--- src/hdl/ber_tlv_header_parser_core_assert.svh ---
// assertion macros shared by the rtl files
`ifndef BER_TLV_HEADER_PARSER_CORE_ASSERT_SVH
`define BER_TLV_HEADER_PARSER_CORE_ASSERT_SVH

// same-cycle implication, checked on clk, off during reset
`define BTLV_ASSERT_NOW(label, ante, cons, msg) \
  label: assert property (@(posedge clk) disable iff (!rst_n) (ante) |-> (cons)) \
    else $error(msg);

// next-cycle implication, checked on clk, off during reset
`define BTLV_ASSERT_NEXT(label, ante, cons, msg) \
  label: assert property (@(posedge clk) disable iff (!rst_n) (ante) |=> (cons)) \
    else $error(msg);

`endif

--- src/hdl/btlv_pkg.sv ---
`default_nettype none

package btlv_pkg;

  localparam int POSITION_BITS_DEF    = 16;
  localparam int MAX_LENGTH_BYTES_DEF = 3;

  localparam int REGION_W = 16;
  localparam int FIELD_W  = 16;
  localparam int BYTE_W   = 8;

  localparam logic [BYTE_W-1:0] TAG_MULTI_MASK = 8'h1F;
  localparam logic [BYTE_W-1:0] LEN_LONG_FLAG  = 8'h80;
  localparam logic [BYTE_W-1:0] LEN_COUNT_MASK = 8'h7F;

  typedef enum logic [2:0] {
    PH_TAG_FIRST,
    PH_TAG_MORE,
    PH_LEN_FIRST,
    PH_LEN_LONG,
    PH_VALUE,
    PH_ERROR
  } phase_t;

  typedef enum logic [2:0] {
    ST_OK,
    ST_TAG_INCOMPLETE,
    ST_LEN_MISSING,
    ST_LEN_FORM,
    ST_LEN_EXCEEDS,
    ST_PAST_END
  } status_t;

  typedef struct packed {
    status_t             status;
    logic [FIELD_W-1:0]  header_offset;
    logic [FIELD_W-1:0]  tag_len;
    logic [BYTE_W-1:0]   first_tag_byte;
    logic [FIELD_W-1:0]  value_offset;
    logic [FIELD_W-1:0]  value_length;
  } result_t;

endpackage

`default_nettype wire

--- src/hdl/btlv_out_buf.sv ---
`default_nettype none

module btlv_out_buf
  import btlv_pkg::*;
(
  input  wire logic    clk,
  input  wire logic    rst_n,
  input  wire logic    push,
  input  wire result_t push_data,
  output logic         full,
  output logic         out_valid,
  input  wire logic    out_stall,
  output result_t      out_data
);

  logic    out_valid_r;
  logic    skid_valid_r;
  result_t out_data_r;
  result_t skid_data_r;
  logic    pop;

  assign pop       = out_valid_r && !out_stall;
  assign full      = skid_valid_r;
  assign out_valid = out_valid_r;
  assign out_data  = out_data_r;

  always_ff @(posedge clk) begin
    if (!rst_n) begin
      out_valid_r  <= 1'b0;
      skid_valid_r <= 1'b0;
    end else if (pop || !out_valid_r) begin
      if (skid_valid_r) begin
        out_valid_r  <= 1'b1;
        skid_valid_r <= 1'b0;
      end else begin
        out_valid_r <= push;
      end
    end else if (push) begin
      skid_valid_r <= 1'b1;
    end
  end

  // payload, no reset
  always_ff @(posedge clk) begin
    if (pop || !out_valid_r) begin
      if (skid_valid_r) begin
        out_data_r <= skid_data_r;
      end else if (push) begin
        out_data_r <= push_data;
      end
    end else if (push) begin
      skid_data_r <= push_data;
    end
  end

  `include "ber_tlv_header_parser_core_assert.svh"

  `BTLV_ASSERT_NOW(a_skid_behind_out, skid_valid_r, out_valid_r, "skid holds a result with empty output")
  `BTLV_ASSERT_NOW(a_no_push_when_full, push, !skid_valid_r, "result pushed into a full buffer")
  `BTLV_ASSERT_NEXT(a_skid_drains, skid_valid_r && pop, out_valid_r && !skid_valid_r, "skid did not move to output")

endmodule

`default_nettype wire

--- src/hdl/ber_tlv_header_parser_core.sv ---
// channel  | valid      | stall      | payload
// ---------+------------+------------+--------------------------------------------------
// in       | in_valid   | in_stall   | in_data_byte, in_start_of_buffer
// out      | out_valid  | out_stall  | out_status, out_header_offset, out_tag_len,
//          |            |            | out_first_tag_byte, out_value_offset, out_value_length
// cfg      | cfg_wr_en  | -          | cfg_wr_data (region length)
//
// one byte per cycle unless in_stall is high; each transfer updates parser state when taken
// results of bytes that complete a header or fault are registered before they reach out
// output register plus one skid entry; in_stall rises only when both hold a result
// synchronous active-low reset clears parser state, region length and both result slots
// after a fault no result comes until a byte with in_start_of_buffer set

`default_nettype none

module ber_tlv_header_parser_core
  import btlv_pkg::*;
#(
  parameter int POSITION_BITS    = POSITION_BITS_DEF,
  parameter int MAX_LENGTH_BYTES = MAX_LENGTH_BYTES_DEF
) (
  input  wire logic                clk,
  input  wire logic                rst_n,

  input  wire logic                cfg_wr_en,
  input  wire logic [REGION_W-1:0] cfg_wr_data,

  input  wire logic                in_valid,
  output logic                     in_stall,
  input  wire logic [BYTE_W-1:0]   in_data_byte,
  input  wire logic                in_start_of_buffer,

  output logic                     out_valid,
  input  wire logic                out_stall,
  output logic [2:0]               out_status,
  output logic [FIELD_W-1:0]       out_header_offset,
  output logic [FIELD_W-1:0]       out_tag_len,
  output logic [BYTE_W-1:0]        out_first_tag_byte,
  output logic [FIELD_W-1:0]       out_value_offset,
  output logic [FIELD_W-1:0]       out_value_length
);

  localparam int PB  = POSITION_BITS;
  localparam int CW  = (PB > REGION_W) ? PB : REGION_W;
  localparam int AW  = 8 * MAX_LENGTH_BYTES;
  localparam int WW  = (CW > AW) ? CW : AW;
  localparam int LBW = $clog2(MAX_LENGTH_BYTES + 1);

  localparam logic [CW-1:0]      POS_MAX = CW'((64'd1 << PB) - 64'd1);
  localparam logic [CW-1:0]      CW_ONE  = CW'(1);
  localparam logic [PB-1:0]      PB_ONE  = PB'(1);
  localparam logic [LBW-1:0]     LBL_ONE = LBW'(1);
  localparam logic [6:0]         MAX_CNT = 7'(MAX_LENGTH_BYTES);
  localparam logic [FIELD_W-1:0] TAG_ONE = FIELD_W'(1);

  // state
  logic [REGION_W-1:0] region_r;
  phase_t              phase_r, phase_nxt;
  logic [PB-1:0]       pos_r, pos_nxt;
  logic [PB-1:0]       item_start_r, item_start_nxt;
  logic [FIELD_W-1:0]  tag_count_r, tag_count_nxt;
  logic [BYTE_W-1:0]   tag_head_r, tag_head_nxt;
  logic [LBW-1:0]      lbl_r, lbl_nxt;
  logic [AW-1:0]       acc_r, acc_nxt;
  logic [PB-1:0]       vbl_r, vbl_nxt;

  logic                accept;
  logic                start;
  logic [BYTE_W-1:0]   b;

  // state as seen by this byte, after a restart
  phase_t              ph_eff;
  logic [PB-1:0]       pos_eff;
  logic [PB-1:0]       item_start_eff;
  logic [FIELD_W-1:0]  tag_count_eff;
  logic [BYTE_W-1:0]   tag_head_eff;
  logic [LBW-1:0]      lbl_eff;
  logic [AW-1:0]       acc_eff;
  logic [PB-1:0]       vbl_eff;

  logic [CW-1:0]       p_ext;
  logic [CW-1:0]       region_ext;
  logic [CW-1:0]       end_ext;
  logic [CW-1:0]       rem;
  logic [WW-1:0]       rem_w;
  logic                past_end;
  logic                rem_zero;
  logic [PB-1:0]       pos_inc;
  logic [CW-1:0]       voff_ext;

  logic                tag_first;
  logic                tag_multi;
  logic                tag_cont;
  logic                len_long;
  logic [6:0]          cnt;
  logic                cnt_bad;
  logic [PB-1:0]       item_start_cur;
  logic [CW-1:0]       item_start_ext;
  logic [FIELD_W-1:0]  tag_count_cur;
  logic [BYTE_W-1:0]   tag_head_cur;
  logic [AW-1:0]       acc_cur;
  logic [WW-1:0]       acc_w;
  logic                acc_over;
  logic [LBW-1:0]      lbl_dec;
  logic [PB-1:0]       vbl_dec;

  logic                push;
  result_t             res;
  result_t             out_res;

  assign accept = in_valid && !in_stall;
  assign start  = in_start_of_buffer;
  assign b      = in_data_byte;

  assign ph_eff         = start ? PH_TAG_FIRST : phase_r;
  assign pos_eff        = start ? '0 : pos_r;
  assign item_start_eff = start ? '0 : item_start_r;
  assign tag_count_eff  = start ? '0 : tag_count_r;
  assign tag_head_eff   = start ? '0 : tag_head_r;
  assign lbl_eff        = start ? '0 : lbl_r;
  assign acc_eff        = start ? '0 : acc_r;
  assign vbl_eff        = start ? '0 : vbl_r;

  // position checks against the region end
  assign p_ext      = CW'(pos_eff);
  assign region_ext = CW'(region_r);
  assign end_ext    = (region_ext < POS_MAX) ? region_ext : POS_MAX;
  assign past_end   = p_ext >= end_ext;
  assign rem        = end_ext - p_ext - CW_ONE;
  assign rem_w      = WW'(rem);
  assign rem_zero   = (rem == '0);
  assign pos_inc    = pos_eff + PB_ONE;
  assign voff_ext   = CW'(pos_inc);

  // per-byte decode
  assign tag_first = (ph_eff == PH_TAG_FIRST);
  assign tag_multi = ((b & TAG_MULTI_MASK) == TAG_MULTI_MASK);
  assign tag_cont  = ((b & LEN_LONG_FLAG) != '0);
  assign len_long  = ((b & LEN_LONG_FLAG) != '0);
  assign cnt       = 7'(b & LEN_COUNT_MASK);
  assign cnt_bad   = (cnt == '0) || (cnt > MAX_CNT) || (WW'(cnt) > rem_w);

  assign item_start_cur = tag_first ? pos_eff : item_start_eff;
  assign item_start_ext = CW'(item_start_cur);
  assign tag_head_cur   = tag_first ? b : tag_head_eff;
  assign tag_count_cur  = tag_first ? TAG_ONE :
                          ((ph_eff == PH_TAG_MORE) ? tag_count_eff + TAG_ONE : tag_count_eff);

  assign acc_cur  = (ph_eff == PH_LEN_LONG) ? AW'({acc_eff, b}) : AW'(b);
  assign acc_w    = WW'(acc_cur);
  assign acc_over = acc_w > rem_w;

  assign lbl_dec = (lbl_eff != '0) ? lbl_eff - LBL_ONE : lbl_eff;
  assign vbl_dec = (vbl_eff != '0) ? vbl_eff - PB_ONE : vbl_eff;

  // next state
  always_comb begin
    phase_nxt      = phase_r;
    pos_nxt        = pos_r;
    item_start_nxt = item_start_r;
    tag_count_nxt  = tag_count_r;
    tag_head_nxt   = tag_head_r;
    lbl_nxt        = lbl_r;
    acc_nxt        = acc_r;
    vbl_nxt        = vbl_r;
    if (accept) begin
      phase_nxt      = ph_eff;
      pos_nxt        = pos_eff;
      item_start_nxt = item_start_eff;
      tag_count_nxt  = tag_count_eff;
      tag_head_nxt   = tag_head_eff;
      lbl_nxt        = lbl_eff;
      acc_nxt        = acc_eff;
      vbl_nxt        = vbl_eff;
      if (ph_eff != PH_ERROR) begin
        if (past_end) begin
          phase_nxt = PH_ERROR;
        end else begin
          pos_nxt = pos_inc;
          unique case (ph_eff)
            PH_TAG_FIRST: begin
              item_start_nxt = item_start_cur;
              tag_head_nxt   = tag_head_cur;
              tag_count_nxt  = tag_count_cur;
              if (rem_zero) begin
                phase_nxt = PH_ERROR;
              end else begin
                phase_nxt = tag_multi ? PH_TAG_MORE : PH_LEN_FIRST;
              end
            end
            PH_TAG_MORE: begin
              tag_count_nxt = tag_count_cur;
              if (rem_zero) begin
                phase_nxt = PH_ERROR;
              end else begin
                phase_nxt = tag_cont ? PH_TAG_MORE : PH_LEN_FIRST;
              end
            end
            PH_LEN_FIRST: begin
              if (!len_long) begin
                acc_nxt = acc_cur;
                if (acc_over) begin
                  phase_nxt = PH_ERROR;
                end else begin
                  phase_nxt = (acc_cur == '0) ? PH_TAG_FIRST : PH_VALUE;
                  vbl_nxt   = PB'(acc_cur);
                end
              end else if (cnt_bad) begin
                phase_nxt = PH_ERROR;
              end else begin
                lbl_nxt   = LBW'(cnt);
                acc_nxt   = '0;
                phase_nxt = PH_LEN_LONG;
              end
            end
            PH_LEN_LONG: begin
              acc_nxt = acc_cur;
              lbl_nxt = lbl_dec;
              if (lbl_dec == '0) begin
                if (acc_over) begin
                  phase_nxt = PH_ERROR;
                end else begin
                  phase_nxt = (acc_cur == '0) ? PH_TAG_FIRST : PH_VALUE;
                  vbl_nxt   = PB'(acc_cur);
                end
              end else if (rem_zero) begin
                phase_nxt = PH_ERROR;
              end
            end
            PH_VALUE: begin
              vbl_nxt = vbl_dec;
              if (vbl_dec == '0) begin
                phase_nxt = PH_TAG_FIRST;
              end
            end
            default: begin
              phase_nxt = PH_ERROR;
            end
          endcase
        end
      end
    end
  end

  // result
  always_comb begin
    push               = 1'b0;
    res.status         = ST_OK;
    res.header_offset  = item_start_ext[FIELD_W-1:0];
    res.tag_len        = tag_count_cur;
    res.first_tag_byte = tag_head_cur;
    res.value_offset   = '0;
    res.value_length   = '0;
    if (accept && ph_eff != PH_ERROR) begin
      if (past_end) begin
        push               = 1'b1;
        res.status         = ST_PAST_END;
        res.header_offset  = p_ext[FIELD_W-1:0];
        res.tag_len        = '0;
        res.first_tag_byte = '0;
      end else begin
        unique case (ph_eff)
          PH_TAG_FIRST: begin
            if (rem_zero) begin
              push       = 1'b1;
              res.status = tag_multi ? ST_TAG_INCOMPLETE : ST_LEN_MISSING;
            end
          end
          PH_TAG_MORE: begin
            if (rem_zero) begin
              push       = 1'b1;
              res.status = tag_cont ? ST_TAG_INCOMPLETE : ST_LEN_MISSING;
            end
          end
          PH_LEN_FIRST, PH_LEN_LONG: begin
            if ((ph_eff == PH_LEN_FIRST && !len_long) ||
                (ph_eff == PH_LEN_LONG && lbl_dec == '0)) begin
              push = 1'b1;
              if (acc_over) begin
                res.status = ST_LEN_EXCEEDS;
              end else begin
                res.value_offset = voff_ext[FIELD_W-1:0];
                res.value_length = acc_w[FIELD_W-1:0];
              end
            end else if ((ph_eff == PH_LEN_FIRST && cnt_bad) ||
                         (ph_eff == PH_LEN_LONG && rem_zero)) begin
              push       = 1'b1;
              res.status = ST_LEN_FORM;
            end
          end
          default: begin
            push = 1'b0;
          end
        endcase
      end
    end
  end

  always_ff @(posedge clk) begin
    if (!rst_n) begin
      region_r     <= '0;
      phase_r      <= PH_TAG_FIRST;
      pos_r        <= '0;
      item_start_r <= '0;
      tag_count_r  <= '0;
      tag_head_r   <= '0;
      lbl_r        <= '0;
      acc_r        <= '0;
      vbl_r        <= '0;
    end else begin
      if (cfg_wr_en) begin
        region_r <= cfg_wr_data;
      end
      phase_r      <= phase_nxt;
      pos_r        <= pos_nxt;
      item_start_r <= item_start_nxt;
      tag_count_r  <= tag_count_nxt;
      tag_head_r   <= tag_head_nxt;
      lbl_r        <= lbl_nxt;
      acc_r        <= acc_nxt;
      vbl_r        <= vbl_nxt;
    end
  end

  btlv_out_buf u_out_buf (
    .clk       (clk),
    .rst_n     (rst_n),
    .push      (push),
    .push_data (res),
    .full      (in_stall),
    .out_valid (out_valid),
    .out_stall (out_stall),
    .out_data  (out_res)
  );

  assign out_status         = out_res.status;
  assign out_header_offset  = out_res.header_offset;
  assign out_tag_len        = out_res.tag_len;
  assign out_first_tag_byte = out_res.first_tag_byte;
  assign out_value_offset   = out_res.value_offset;
  assign out_value_length   = out_res.value_length;

  `include "ber_tlv_header_parser_core_assert.svh"

  `BTLV_ASSERT_NOW(a_silent_in_error, accept && phase_r == PH_ERROR && !start, !push, "result produced while in error")
  `BTLV_ASSERT_NEXT(a_fault_enters_error, push && res.status != ST_OK, phase_r == PH_ERROR, "fault result without error state")
  `BTLV_ASSERT_NOW(a_ok_keeps_running, push && res.status == ST_OK, phase_nxt != PH_ERROR, "ok result while entering error")
  `BTLV_ASSERT_NOW(a_value_has_bytes, phase_r == PH_VALUE, vbl_r != '0, "value phase with no bytes left")

endmodule

`default_nettype wire

--- config.mk ---
export PLATFORM = sky130hd
export DESIGN_NAME = ber_tlv_header_parser_core
export DESIGN_NICKNAME = d
export VERILOG_FILES = /design/src/hdl/btlv_pkg.sv /design/src/hdl/btlv_out_buf.sv /design/src/hdl/ber_tlv_header_parser_core.sv
export VERILOG_INCLUDE_DIRS = /design/src /design/src/hdl
export SDC_FILE = /design/constraint.sdc
export NUM_CORES = 1
export LEC_CHECK = 0
export BUFFER_PORTS_ARGS = -buffer_cell sky130_fd_sc_hd__clkbuf_2
export CELL_PAD_IN_SITES_DETAIL_PLACEMENT = 0
export CELL_PAD_IN_SITES_GLOBAL_PLACEMENT = 1
export CORE_MARGIN = 2
export CORE_UTILIZATION = 48
export DETAILED_ROUTE_END_ITERATION = 16
export HOLD_SLACK_MARGIN = 0.12
export PLACE_DENSITY_LB_ADDON = 0.1
export SKIP_LAST_GASP = 1
export SLEW_MARGIN = 0
export SYNTH_ARGS = -nofsm -noshare
export SYNTH_HDL_FRONTEND = slang
export SYNTH_HIERARCHICAL = 1
export SYNTH_SLANG_ARGS = --single-unit
--- constraint.sdc ---
create_clock -name clk -period 10.49 [get_ports clk]
set_input_delay 1.049 -clock clk [delete_from_list [all_inputs] [get_ports clk]]
set_output_delay 1.049 -clock clk [all_outputs]
set_load 0.01 [all_outputs]
# After elaboration in Yosys (flattened, before gate mapping)
# Cells that the tools add are included.
# classes
add_sub_neg,6
magnitude_cmp,5
n_eq_ne,6
n_mux,79
bitwise,2
n_reduce_logical,30
# op_table
cell,n
16-bit two-way mux,22
75-bit two-way mux,3
24-bit two-way mux,6
32-bit two-way mux,4
16-bit one-hot mux with 3 select lines,1
24-bit one-hot mux with 2 select lines,1
3-bit two-way mux,15
40-bit two-way mux,1
8-bit two-way mux,5
"16-bit by 1-bit adder with 16-bit output, second input constant",2
16-bit zero test,2
"16-bit by 1-bit subtractor with 16-bit output, second input constant",2
24-bit by 16-bit > comparator with 1-bit output,1
24-bit zero test,1
2-bit two-way mux,11
16-bit greater-or-equal comparator,1
7-bit by 16-bit > comparator with 1-bit output,1
"16-bit < comparator, second input constant",1
16-bit nonzero test,1
16-bit subtractor,1
3-bit one-hot mux with 5 select lines,1
3-bit one-hot mux with 3 select lines,1
"7-bit by 2-bit > comparator with 1-bit output, second input constant",1
1-bit logical AND,7
other kinds (18),36
# totals
reg_bits,269
inputBits,30
output_inout_bits,77
word_cells,151

# Depth between registers and ports, before layout
# Gate-level depths: netlist of run 1.
# depth
depth_word,15
mapped_depth,26
depth_no_buf,22

# Modules after synthesis
# The synthesis of run 1 kept the hierarchy.
# by_module_without_submodules
mod,n_inst,cells_per_inst,area_each_um2,seq_area_each_um2
ber_tlv_header_parser_core,1,1222,8765.9,2182.1
btlv_out_buf,1,241,5495.3,4544.4

# Worst setup path before layout of run 1
# No wires, ideal clock.
# synth_path
path_type,input port to flip-flop
from,input port in_start_of_buffer
to,"register u_out_buf.out_data_r, in the netlist u_out_buf/out_data[0], enable pin"
setup_time_ps,533
arrival_time_ps,8937
required_time_ps,9957
slack_ps,1019
stages,26
n_path_buf,4
cell_sequence,clkbuf_1 > clkbuf_1 > clkbuf_1 > clkbuf_1 > nor2b_1 > inv_1 > ha_1 > inv_1 > fa_1 > nor2b_1 > nor2_1 > o21ai_0 > a21oi_1 > xor2_1 > ha_1 > and3_1 > nand2_1 > a21oi_1 > o21ba_2 > o2111a_1 > nand3_1 > a211oi_1 > nor2_1 > a31oi_1 > nor2_1 > a21oi_1
# synth_via
elab_chain_len,14
word_cells_on_any_way,35
classes_between,add/sub: 3; order compare: 2; eq/ne: 4; mux: 10; reduce/logical: 16
# synth_lines
item,line_no,rtl
start: declaration,ber_tlv_header_parser_core.sv:31,"input wire logic in_start_of_buffer,"
16-bit two-way mux,ber_tlv_header_parser_core.sv:116,assign pos_eff = start ? '0 : pos_r;
16-bit subtractor,ber_tlv_header_parser_core.sv:129,assign rem = end_ext - p_ext - CW_ONE;
16-bit by 1-bit subtractor with 16-bit output,ber_tlv_header_parser_core.sv:129,
7-bit by 16-bit > comparator with 1-bit output,ber_tlv_header_parser_core.sv:141,assign cnt_bad = (cnt == '0) || (cnt > MAX_CNT) || (WW'(cnt) > rem_w);
1-bit logical OR,ber_tlv_header_parser_core.sv:141,
1-bit logical AND,ber_tlv_header_parser_core.sv:285,end else if ((ph_eff == PH_LEN_FIRST && cnt_bad) ||
1-bit logical OR,ber_tlv_header_parser_core.sv:285,
1-bit two-way mux,ber_tlv_header_parser_core.sv:285,
1-bit two-way mux,ber_tlv_header_parser_core.sv:276,if ((ph_eff == PH_LEN_FIRST && !len_long) ||
1-bit one-hot mux with 2 select lines,ber_tlv_header_parser_core.sv:262,unique case (ph_eff)
1-bit two-way mux,ber_tlv_header_parser_core.sv:255,if (past_end) begin
1-bit two-way mux (*),ber_tlv_header_parser_core.sv:254,if (accept && ph_eff != PH_ERROR) begin
named net push,ber_tlv_header_parser_core.sv:107,logic push;
2-bit nonzero test (no line) (*),--,
2-bit AND reduction (no line) (*),--,
end signal: assignment,btlv_out_buf.sv:47,out_data_r <= skid_data_r;
end signal: assignment,btlv_out_buf.sv:49,out_data_r <= push_data;
end: declaration,btlv_out_buf.sv:18,result_t out_data_r;
# The timed path passes the listed nets; every way through them passes the cells marked *.
# A chain may end at the register's enable or synchronous reset.

==> results by group, run 1 <==
Power and ir drop
  – Pwr dens: 156 mW/mm²
  – Leakage: roughly 6.0 nW
  – Psw: 0.660 mW
  – Seq pwr share: 45.4%
  – P_int: 1.83 mW
  – Clk network pwr share: roughly two fifths
  – Combinational fraction of design power: 13.4%
  – Max rail drop VDD: 0.124 mV
  – Switch share: around a quarter
  – Total power: 2.49 mW

Die
  – Die W: 176 µm
  – Core Box Area: 0.0295 mm²
  – Die ar.: between 0.03 and 0.04 mm²
  – Io pins: about 110
  – DIE HEIGHT: 176 µm
  – Std cell rows: 63
  – Starting Density: 48.4%

Clock tree
  – Clock sinks: 261
  – Max Root-Sink Buffers: 3
  – TritonCTS clock tree: built
  – Total CTS buffers: 28
  – Post-CTS Setup Bufs: 0
  – Clk pin slew, worst setup/hold paths: 60 ps
  – CTS Root Cell: clkbuf_16
  – Hold_buf cts: 0
  – Max H-tree Level: 1
  – PostCTS Resize Cnt: 0
  – Worst-Skew Late Latency: 550 ps

Global routing
  – Number of global-route vias before repair: 11000
  – Remaining Overflow, GRT: 0
  – GRT Util Overall: around 27%
  – First-pass GRT wire length: 64900 µm
  – Largest net degree at the start of global routing: a little over 60
  – Initial antenna violation count: 0

Timing
  – Setup Viol. Count Final: 0
  – Final slew viol count: 0
  – Relative slew slack: ~25%
  – PnR worst setup slack: 3030 ps
  – RSZ-0062 raised after global routing: no
  – Final Hold Fails: 0
  – Setup TNS: 0 ps
  – Final Skew: about 17 ps
  – Slew @ Worst Pin: 1120 ps
  – Achievable frequency: 134 MHz
  – Min Hold Slack: between 400 and 500 ps
  – Minimum clock period: 7460 ps
  – Fin crit share: 71.1%

Final layout
  – Area of the multi-input gates: 0.00690 mm²
  – Fillers: 2675
  – Proportion of layout cells with a drive suffix above 1: 18.1%
  – Non-Filler Instances: between 1500 and 2000
  – Most frequent cells in the layout: edfxtp_1 (150), nor2_1 (140), nand2_1 (134)
  – Final Net Count: roughly 1600
  – Final core occ: 54.2%
  – P&R area growth vs syn: 12.0%
  – Final Cell Area: 0.0160 mm²
  – Antenna cells: 0
  – FF/Latch Area: about 0.0067 mm²
  – Commonest non-fill, non-tap cell in the layout: edfxtp_1

Place
  – HPWL reported at the end of detailed placement: 29000 µm
  – Final GP Congestion: approximately 0.93
  – Placed Area: 0.0150 mm²
  – # placed instances: around 1900
  – Port bufs: 106
  – Dpl ws: 2630 ps

Drt
  – DRT iter0 DRCs: between 1000 and 1500
  – DRT antenna net count: 0
  – Vias: ~12000
  – Vias per Instance: 6.03
  – Wire per inst: 21.7 µm
  – Post-Route WL: 41900 µm
  – Drt pass-1 iters: 6
  – DR DRC count: 0

Critical path
  – Startpoint types: input pin
  – Kind of end point of the critical path: flip-flop
  – Critical Path AT: 7880 ps
  – Crit Path Category: input pin to flip-flop
  – Reg-to-reg endpoint: u_out_buf/out_data[31]$_DFFE_PP_
  – Req. time, crit path: roughly 11000 ps
  – Slowest CP cell: nor2_1
  – Critical-path cell list: clkbuf_2 -> clkinv_1 -> buf_4 -> nand2_1 -> ha_1 -> a211oi_1 -> o211a_1 -> o21ai_0 -> a21o_1 -> a21oi_1 -> xor2_1 -> ha_1 -> nand4_1 -> nor3_1 -> a41oi_1 -> o211a_1 -> a211o_1 -> nor2_1 -> nand2_1 -> nor3_1 -> mux2_2
  – Slowest cell delay on critical path: 950 ps
  – Worst r2r src: pos_r[5]$_SDFFE_PN0P_
  – Worst reg-to-reg path cell count: 19
  – Critical path peak fanout: 36
  – R2r setup slk: 3770 ps

Min path
  – Hold Startpoint: acc_r[7]$_SDFFE_PN0P_
  – Hold depth: 1
  – HP Class: flip-flop to flip-flop
  – Hold-critical path endpoint: acc_r[7]$_SDFFE_PN0P_

Synthesis
  – Top-area cell type share of the netlist area: roughly a third
  – Async SR Flop Fraction: 0%
  – Synth top area cells: edfxtp_1 (32%), dfxtp_1 (16%), mux2_2 (6.1%)
  – Yosys warning count: 6
  – Mean Syn Cell Area: roughly 9.7 µm²
  – Netlist Area Pre-Place: ~0.014 mm²
  – #FFs+latches synth: 261
  – Synth Flop Type: edfxtp_1
  – Synth cell types: 85
  – Area leader, netlist: edfxtp_1
  – EDFF count, synth: 150
  – Mapped Nets: 1544
  – Gate Count Post-Synth: 1463
  – Register area share after synthesis: a little under half

Outcome
  – Result of the run: complete, no violations

Run
  – MaxCap Viol Count: 0
==> cell families (layout without fill, tap and decap cells) <==
logic type	Yosys count	in the layout	synth area share, %
simple gates	509	509	17.4
compound gates	350	350	16.4
flops	261	261	47.2
buf+inv	155	235	4.57
mux	101	101	7.76
fa+ha+maj	51	51	4.53
xor+xnor	36	36	2.21
==> worst max-delay path, delay by kind of cell <==
| family | cells | cell delay (ps) |
|---|---|---|
| XOR/XNOR | 1 | 90 |
| buffers and inverters | 3 | 980 |
| adder cells (fa/ha/maj) | 2 | 660 |
| AND/OR/NAND/NOR | 6 | 2700 |
| AO/OA/AOI/OAI | 8 | 2160 |
| multiplexers | 1 | 210 |
==> metal layers <==
| layer | part of all wire [%] | wire (µm) | vias up | track usage [%] |
|---|---|---|---|---|
| met5 | 0 | 0 | - | 0 |
| met4 | 1.9 | 792 | 0 | 6.03 |
| met3 | 7.4 | 3090 | 65 | 4.74 |
| met2 | 44 | 18300 | 458 | 40.8 |
| met1 | 47 | 19700 | 5652 | 39.6 |
| li1 | - | - | 5475 | - |
==> worst max path at each step <==
| stage | startpoint | end | slack [ps] | cells after the start |
|---|---|---|---|---|
| 2_1_floorplan | in_start_of_buffer | u_out_buf/out_data[0]$_DFFE_PP_ | 1020 | 26 |
| 3_3_place_gp | in_start_of_buffer | u_out_buf/out_data[31]$_DFFE_PP_ | 2840 | 21 |
| 3_5_place_dp | in_start_of_buffer | u_out_buf/out_data[31]$_DFFE_PP_ | 2630 | 21 |
| 4_1_cts | in_start_of_buffer | u_out_buf/out_data[31]$_DFFE_PP_ | 3190 | 21 |
| 5_1_grt | in_start_of_buffer | u_out_buf/out_data[31]$_DFFE_PP_ | 2560 | 21 |
| 6_report | in_start_of_buffer | u_out_buf/out_data[31]$_DFFE_PP_ | 3030 | 21 |
==> area by class of cell <==
class                      instances  area share, %
inverter                          55           1.29
clock buffer                      42           5.09
tap                              390           3.05
clock inverter                    10          0.893
sequential                       261           42.1
timing repair buffer             128           4.35
multi-input combinational       1047           43.2
==> power by group through the flow <==
stage	Clock (mW)	Sequential (mW)	Combinational [mW]
after detailed placement	0	1.15	0.327
after CTS	1.04	1.13	0.329
final	1.03	1.13	0.334
after global placement	0	1.15	0.327
after global routing	1.09	1.13	0.367
after floorplan	0	1.16	0.213
==> cells in the mapped netlist, drive strengths merged, types with 45 or more instances <==
| master | count |
|---|---|
| mux2 | 77 |
| clkbuf | 81 |
| edfxtp | 150 |
| ha | 50 |
| dfxtp | 111 |
| nand3 | 46 |
| o21ai | 84 |
| nor2 | 140 |
| nand2 | 134 |
| inv | 53 |
| a21oi | 97 |
| nor2b | 45 |
==> state kept, by name, summed over array words and instances, names as in the netlist <==
name / flops
acc_r: 16
item_start_r: 16
lbl_r: 2
phase_r: 3
pos_r: 16
region_ext: 16
tag_count_r: 16
tag_head_r: 8
u_out_buf/full: 1
u_out_buf/out_data: 75
u_out_buf/out_valid: 1
u_out_buf/skid_data_r: 75
vbl_r: 16
(Power assumes the default switching activity.)
==> run 2: changes to the inputs <==
--- a/config.mk
+++ b/config.mk
@@ -6,11 +6,12 @@
 export SDC_FILE = /design/constraint.sdc
 export NUM_CORES = 1
 export LEC_CHECK = 0
+export ABC_AREA = 1
 export BUFFER_PORTS_ARGS = -buffer_cell sky130_fd_sc_hd__clkbuf_2
 export CELL_PAD_IN_SITES_DETAIL_PLACEMENT = 0
 export CELL_PAD_IN_SITES_GLOBAL_PLACEMENT = 1
 export CORE_MARGIN = 2
-export CORE_UTILIZATION = 48
+export CORE_UTILIZATION = 41
 export DETAILED_ROUTE_END_ITERATION = 16
 export HOLD_SLACK_MARGIN = 0.12
 export PLACE_DENSITY_LB_ADDON = 0.1
==> constraint.sdc (replaced) <==
create_clock -name clk -period 6.2 [get_ports clk]
set_input_delay 0.62 -clock clk [delete_from_list [all_inputs] [get_ports clk]]
set_output_delay 0.62 -clock clk [all_outputs]
set_load 0.01 [all_outputs]
==> run 2 against run 1 <==
Against the previous run: critical path depth increased by 5; critical path type unchanged; area after synthesis increased by 12%; clock power increased by 78%; flip-flop and latch count unchanged; die area increased by 30%; core utilization decreased by 7.9 points; clock skew increased by 1.8 ps; non-clock buffer count increased by 8; synthesized cell count increased by 46%.
==> results by group, run 2 <==
Die
  – Starting Density: 41.4% (-6.9 points)
  – Die ar.: 0.0405 mm² (+30%)
  – DIE HEIGHT: 201 µm (+14%)
  – Core Box Area: 0.0385 mm² (+30%)
  – Std cell rows: 72 (+14%)
  – Io pins: 107 (unchanged)
  – Die W: 201 µm (+14%)

Critical path
  – Kind of end point of the critical path: flip-flop
  – Critical path peak fanout: 71 (+97%)
  – R2r setup slk: 1500 ps (-2270 ps)
  – WP depth: 26 (+24%)
  – Crit path max-delay family: simple AND/OR/NAND/NOR gates
  – Critical Path AT: 5110 ps (-2770 ps)
  – Reg-to-reg endpoint: u_out_buf/out_data[64]$_DFFE_PP_
  – Cell mode on critical path: inv_1
  – Startpoint types: input pin
  – Crit Path Category: input pin to flip-flop
  – Req. time, crit path: 6440 ps (-4470 ps)
  – CP Buf/Inv Count: 7 (+4)
  – Worst r2r src: pos_r[0]$_SDFFE_PN0P_
  – Worst reg-to-reg path cell count: 26 (+7)
  – Slowest cell delay on critical path: 420 ps (-530 ps)
  – CP endpoint: u_out_buf/out_data[64]$_DFFE_PP_
  – Slowest CP cell: clkbuf_2
  – Critical Path Start: in_start_of_buffer

Synthesis
  – Synth top area cells: edfxtp_1 (28%), dfxtp_1 (14%), nand2_1 (11%)
  – Synth Flop Type: edfxtp_1
  – Mean Syn Cell Area: 7.47 µm² (-23%)
  – Area leader, netlist: edfxtp_1
  – Most frequent cells after synthesis: nand2_1 (457), inv_1 (322), nor2_1 (200), o21ai_0 (185), edfxtp_1 (150)
  – Most common cell in the synthesized netlist: nand2_1
  – Top-area cell type share of the netlist area: 28.3% (-3.3 points)
  – Gate Count Post-Synth: 2134 (+46%)
  – Netlist Area Pre-Place: 0.0159 mm² (+12%)
  – #FFs+latches synth: 261 (unchanged)
  – Register area share after synthesis: 42.2% (-5.0 points)
  – Mapped Nets: 2215 (+43%)
  – Synth cell types: 59 (-31%)
  – Async SR Flop Fraction: 0% (unchanged)
  – Yosys warning count: 6 (unchanged)
  – EDFF count, synth: 150 (unchanged)

Clock tree
  – Worst-Skew Late Latency: 580 ps (+30 ps)
  – Clk pin slew, worst setup/hold paths: 60 ps (about the same)
  – Max Root-Sink Buffers: 3 (unchanged)
  – Clock sinks: 261 (unchanged)
  – CTS Root Cell: clkbuf_16
  – Post-CTS Setup Bufs: 0 (unchanged)
  – PostCTS Resize Cnt: 0 (unchanged)
  – Max H-tree Level: 1 (unchanged)
  – TritonCTS clock tree: built
  – Total CTS buffers: 31 (+11%)
  – Hold_buf cts: 0 (unchanged)

Drt
  – Vias per Instance: 5.13 (-15%)
  – DRT antenna net count: 0 (unchanged)
  – DR DRC count: 0 (unchanged)
  – Vias: 14000 (+21%)
  – Post-Route WL: 47100 µm (+12%)
  – Drt pass-1 iters: 5 (-1)
  – Wire per inst: 17.2 µm (-21%)
  – DRT iter0 DRCs: 1191 (+7.9%)

Power and ir drop
  – Max rail drop VDD: 0.263 mV (+110%)
  – Total power: 5.15 mW (+110%)
  – Pwr dens: 290 mW/mm² (+86%)
  – Leakage: 7.39 nW (+23%)

Place
  – HPWL reported at the end of detailed placement: 33600 µm (+16%)
  – Port bufs: 106 (unchanged)
  – Final GP Congestion: 0.888 (-4.5%)

Final layout
  – Commonest non-fill, non-tap cell in the layout: nand2_1
  – FF/Latch Area: 0.00673 mm² (unchanged)
  – Final Net Count: 2274 (+42%)
  – Final core occ: 46.2% (-7.9 points)
  – Area of the multi-input gates: 0.00735 mm² (+6.5%)
  – Most frequent cells in the layout: nand2_1 (457), inv_1 (322), nor2_1 (199)
  – Proportion of layout cells with a drive suffix above 1: 13.1% (-5.1 points)
  – Fillers: 3926 (+47%)
  – P&R area growth vs syn: 11.6%
  – Antenna cells: 0 (unchanged)

Timing
  – Slew @ Worst Pin: 891 ps (-227 ps)
  – RSZ-0062 raised after global routing: no
  – Setup Viol. Count Final: 0 (unchanged)
  – Fin crit share: 78.5%
  – Minimum clock period: 4870 ps
  – Final Skew: 18.8 ps (+1.81 ps)
  – Final Hold Fails: 0 (unchanged)
  – Relative slew slack: 40.6% (+15 points)
  – Final slew viol count: 0 (unchanged)
  – Setup TNS: 0 ps (unchanged)
  – Achievable frequency: 205 MHz

Run
  – MaxCap Viol Count: 0 (unchanged)

Min path
  – HP Class: input pin to flip-flop

Global routing
  – Number of global-route vias before repair: 12800 (+17%)
  – First-pass GRT wire length: 74600 µm (+15%)
  – GRT Util Overall: 23.2% (-3.6 points)
  – Remaining Overflow, GRT: 0 (unchanged)
  – Largest net degree at the start of global routing: 90 (+48%)
  – Initial antenna violation count: 0 (unchanged)

Outcome
  – Result of the run: complete, no violations
==> run 2: changes by cell type after synthesis, moves of 44 or more <==
cell / delta
nor2_1: +60
nor2b_1: -44
nand2_1: +323
nand3_1: +81
o21ai_0: +105
inv_1: +270
mux2_2: -77
==> run 2: kinds of logic (layout without fill, tap and decap cells) <==
kind of cell               Yosys count  after routing  share of synthesized area, %
DFF                                261            261                          42.2
and+or+nand+nor                    916            916                          25.4
adders and majority gates           51             51                          4.05
buffers and inverters              452            535                          11.8
xor gates and xnor gates            30             30                          1.65
AOI/OAI and AO/OA                  424            424                          14.9
==> run 2: per-stage QoR <==
step	setup slack (ps)	std cells	instance area [µm²]	hold WS, ps
floorplan	142	2134	15900	437
global placement	791	2678	16800	453
detailed placement	798	2678	16800	456
CTS	1410	2735	17800	238
global route	1040	2735	17800	279
finish	1330	2735	17800	263
==> run 2: worst min path at each step <==
stage | startpoint | end | slack [ps] | cells after the start
floorplan | region_ext[15]$_SDFFE_PN0P_ | region_ext[15]$_SDFFE_PN0P_ | 440 | 2
global placement | vbl_r[15]$_SDFFE_PN0P_ | vbl_r[15]$_SDFFE_PN0P_ | 450 | 2
detailed placement | vbl_r[12]$_SDFFE_PN0P_ | vbl_r[12]$_SDFFE_PN0P_ | 460 | 2
CTS | cfg_wr_data[0] | region_ext[0]$_SDFFE_PN0P_ | 240 | 3
global route | cfg_wr_data[0] | region_ext[0]$_SDFFE_PN0P_ | 280 | 3
finish | cfg_wr_data[0] | region_ext[0]$_SDFFE_PN0P_ | 260 | 3
==> run 2: final cells by class <==
| cell class | count | share of cell area (%) |
|---|---|---|
| multi-input cells | 1421 | 41.3 |
| flip-flops and latches | 261 | 37.8 |
| inverters | 342 | 7.22 |
| clock buffers | 36 | 4.47 |
| repair buffers | 136 | 4.32 |
| well taps | 518 | 3.64 |
| clock inverters | 21 | 1.21 |
==> run 2: worst reg2reg max path, stage by stage (launching register included) <==
cell,delay [ps]
dfxtp_1,310
inv_1,110
nor2_1,110
inv_1,200
ha_1,210
inv_1,60
fa_1,380
inv_1,110
nand2_1,70
nand2_2,110
xor2_1,210
inv_1,90
ha_1,270
nand3_1,100
inv_1,70
nand4_1,120
nand2_1,80
nor2_2,150
nand3_4,110
nand2_4,70
nand2_4,60
o21ai_0,130
nor3_1,100
nor2_1,270
nor2_1,150
a21oi_4,300
buf_12,370
==> run 2: layer usage <==
metal	part of all wire, %	global-route usage [%]	vias to the layer above
met4	1.5	4.42	0
met1	50	36.0	6487
met3	7.3	3.81	47
met5	0	0	-
li1	-	-	7068
met2	41	33.7	439
==> run 2: power breakdown <==
group	switching, mW	total, mW	internal [mW]
combinational	0.883	1.25	0.371
sequential	0.0606	2.06	2.00
clock	0.755	1.83	1.08
total	1.70	5.15	3.45
==> run 3: changes to the inputs <==
--- a/config.mk
+++ b/config.mk
@@ -11,7 +11,7 @@
 export CELL_PAD_IN_SITES_DETAIL_PLACEMENT = 0
 export CELL_PAD_IN_SITES_GLOBAL_PLACEMENT = 1
 export CORE_MARGIN = 2
-export CORE_UTILIZATION = 41
+export CORE_UTILIZATION = 46
 export DETAILED_ROUTE_END_ITERATION = 16
 export HOLD_SLACK_MARGIN = 0.12
 export PLACE_DENSITY_LB_ADDON = 0.1
==> constraint.sdc (replaced) <==
create_clock -name clk -period 5.02 [get_ports clk]
set_input_delay 0.502 -clock clk [delete_from_list [all_inputs] [get_ports clk]]
set_output_delay 0.502 -clock clk [all_outputs]
set_load 0.01 [all_outputs]
==> run 3 against run 2 <==
Against the previous run: clock power increased by 23%; largest power group unchanged; sequential share of layout area down 0.21 points; combinational power rose by 26%; critical path type is now flip-flop to flip-flop; largest cell class unchanged; critical endpoint is now u_out_buf/skid_data_r[54]$_DFFE_PP_.
==> results by group, run 3 (same netlist as run 2, synthesis figures left out) <==
Die
  – Die ar.: 0.0362 mm² (-11%)
  – Io pins: 107 (unchanged)
  – Die W: 190 µm (-5.5%)
  – Starting Density: 46.4% (+4.9 points)
  – DIE HEIGHT: 190 µm (-5.5%)
  – Core Box Area: 0.0344 mm² (-11%)
  – Std cell rows: 68 (-5.6%)

Critical path
  – Worst reg-to-reg path cell count: 24 (-7.7%)
  – Reg-to-reg endpoint: u_out_buf/skid_data_r[54]$_DFFE_PP_
  – Critical-path cell list: inv_1 -> nor2_2 -> inv_1 -> ha_1 -> nand2_1 -> nand2_1 -> nand2_1 -> nand3_2 -> nand2_1 -> nand2_1 -> ha_1 -> nand3_1 -> inv_1 -> nand4_1 -> nand2_1 -> nor2_2 -> nand3_4 -> nand2_4 -> nand2_4 -> o21ai_2 -> nor3_1 -> nor2_1 -> and3_2 -> buf_4
  – Critical Path AT: 4540 ps (-570 ps)
  – CP Buf/Inv Count: 4 (-3)
  – Req. time, crit path: 5260 ps (-1180 ps)
  – CP endpoint: u_out_buf/skid_data_r[54]$_DFFE_PP_
  – WP depth: 24 (-7.7%)
  – Critical Path Start: pos_r[3]$_SDFFE_PN0P_
  – Worst r2r src: pos_r[3]$_SDFFE_PN0P_
  – Crit path max-delay family: simple AND/OR/NAND/NOR gates
  – Critical path peak fanout: 33 (-54%)
  – Cell mode on critical path: nand2_1
  – Startpoint types: flip-flop
  – Slowest CP cell: dfxtp_1
  – Kind of end point of the critical path: flip-flop
  – Crit Path Category: flip-flop to flip-flop
  – R2r setup slk: 720 ps (-780 ps)
  – Slowest cell delay on critical path: 410 ps (about the same)

Place
  – # placed instances: 2623 (-2.1%)
  – HPWL reported at the end of detailed placement: 33100 µm (-1.4%)
  – Placed Area: 0.0169 mm² (+0.43%)
  – Port bufs: 106 (unchanged)
  – Final GP Congestion: 0.953 (+7.3%)

Power and ir drop
  – Max rail drop VDD: 0.274 mV (+4.1%)
  – Leakage: 7.46 nW (+0.87%)
  – Psw: 2.11 mW (+24%)
  – Seq pwr share: 39.9% (-0.2 points)
  – Clk network pwr share: 35.4% (-0.2 points)
  – Switch share: 33.1% (+0.15 points)
  – P_int: 4.27 mW (+24%)
  – Combinational fraction of design power: 24.7% (+0.4 points)
  – Pwr dens: 357 mW/mm² (+23%)

Clock tree
  – Max Root-Sink Buffers: 3 (unchanged)
  – Total CTS buffers: 30 (-3.2%)
  – Clock sinks: 261 (unchanged)
  – Clk pin slew, worst setup/hold paths: 60 ps (about the same)
  – TritonCTS clock tree: built
  – CTS Root Cell: clkbuf_16
  – Max H-tree Level: 1 (unchanged)
  – Worst-Skew Late Latency: 600 ps (+20 ps)

Timing
  – Fin crit share: between 80% and 90%
  – Final slew viol count: 0 (unchanged)
  – Setup Viol. Count Final: 0 (unchanged)
  – Achievable frequency: 233 MHz
  – Final Hold Fails: 0 (unchanged)
  – RSZ-0062 raised after global routing: no
  – Slew @ Worst Pin: 1150 ps (+262 ps)
  – Final Skew: 20.8 ps (+2.01 ps)
  – Minimum clock period: 4300 ps
  – Relative slew slack: 23.0% (-18 points)

Global routing
  – GRT Util Overall: 25.4% (+2.3 points)
  – Number of global-route vias before repair: 12900 (+0.71%)
  – Largest net degree at the start of global routing: 87 (-3.3%)
  – First-pass GRT wire length: 72300 µm (-3.0%)
  – Initial antenna violation count: 0 (unchanged)
  – Remaining Overflow, GRT: 0 (unchanged)

Drt
  – Drt pass-1 iters: 6 (+1)
  – Wire per inst: 17.2 µm (about the same)
  – DR DRC count: 0 (unchanged)
  – DRT antenna net count: 0 (unchanged)
  – Post-Route WL: 46200 µm (-1.9%)
  – Vias per Instance: 5.27 (+2.7%)
  – DRT iter0 DRCs: 1244 (+4.5%)
  – Vias: 14100 (+0.67%)

Final layout
  – Most frequent cells in the layout: nand2_1 (457), inv_1 (317), nor2_1 (194)
  – Final Net Count: 2282 (+0.35%)
  – Antenna cells: 0 (unchanged)
  – Proportion of layout cells with a drive suffix above 1: 14.2% (+1.2 points)
  – Final Cell Area: 0.0179 mm² (+0.56%)
  – Commonest non-fill, non-tap cell in the layout: nand2_1
  – Non-Filler Instances: 2680 (-2.0%)
  – P&R area growth vs syn: 12.2%

Min path
  – HP Class: input pin to flip-flop

Run
  – MaxCap Viol Count: 0 (unchanged)

Outcome
  – Result of the run: complete, no violations
==> run 3: cell types whose count changed in the layout (fill, tap and decap cells not counted), moves of 5 or more <==
cell / change
buf_4: +6
clkbuf_1: -5
inv_1: -5
inv_2: +5
nor2_1: -5
==> run 3: cell type report <==
class / count / area [µm²]
fillers: 3383 / 16500
multi-input cells: 1421 / 7410
flip-flops and latches: 261 / 6730
inverters: 342 / 1280
repair buffers: 145 / 863
clock buffers: 33 / 803
well taps: 455 / 569
clock inverters: 23 / 224
==> run 3: routing by layer <==
metal	vias to the layer above	GRT usage (%)	wire length (µm)	part of all wire [%]
li1	7092	-	-	-
met1	6470	38.4	22700	49
met2	503	37.3	18600	40
met3	70	5.04	3820	8.3
met4	0	5.84	1040	2.3
met5	-	0	0	0
==> run 3: worst min-delay path by stage <==
stage                                     start                          end  cells after the start
detailed placement       vbl_r[12]$_SDFFE_PN0P_       vbl_r[12]$_SDFFE_PN0P_                      2
global placement          vbl_r[4]$_SDFFE_PN0P_        vbl_r[4]$_SDFFE_PN0P_                      2
floorplan           region_ext[15]$_SDFFE_PN0P_  region_ext[15]$_SDFFE_PN0P_                      2
CTS                                   cfg_wr_en   region_ext[0]$_SDFFE_PN0P_                      3
finish                                cfg_wr_en   region_ext[0]$_SDFFE_PN0P_                      3
global route                          cfg_wr_en   region_ext[0]$_SDFFE_PN0P_                      3
==> run 3: power by group through the flow <==
| stage | Combinational [mW] | Sequential [mW] | Clock, mW |
|---|---|---|---|
| after global placement | 1.56 | 2.59 | 0 |
| after CTS | 1.57 | 2.54 | 2.30 |
| after global routing | 1.77 | 2.56 | 2.39 |
| after detailed placement | 1.56 | 2.59 | 0 |
| final | 1.58 | 2.54 | 2.26 |
| after floorplan | 1.05 | 2.63 | 0 |
==> run 3: per-stage QoR <==
step | hold WS, ps | util, % | setup WS [ps] | setup TNS (ps) | power, mW
after CTS | 145 | 52.0 | 763 | 0 | 6.42
final | 166 | 52.0 | 722 | 0 | 6.38
after floorplan | 437 | - | -87.1 | -6540 | 3.68
after global placement | 452 | 49.0 | 347 | 0 | 4.15
after global routing | 160 | 52.0 | 388 | 0 | 6.71
after detailed placement | 459 | 49.0 | 274 | 0 | 4.15
==> run 3: worst register-to-register path: cells and delay by family (launching register included) <==
kind / cells / cell delay, ps
simple gates: 17 / 2060
fa+ha+maj: 2 / 730
buf+inv: 4 / 640
flops: 1 / 410
compound gates: 1 / 80
==> run 3: repair_timing <==
action	in CTS	in global routing
resized for setup	0	0
endpoints found under the hold margin	1	0
hold buffers	1	0
buffers inserted	0	0
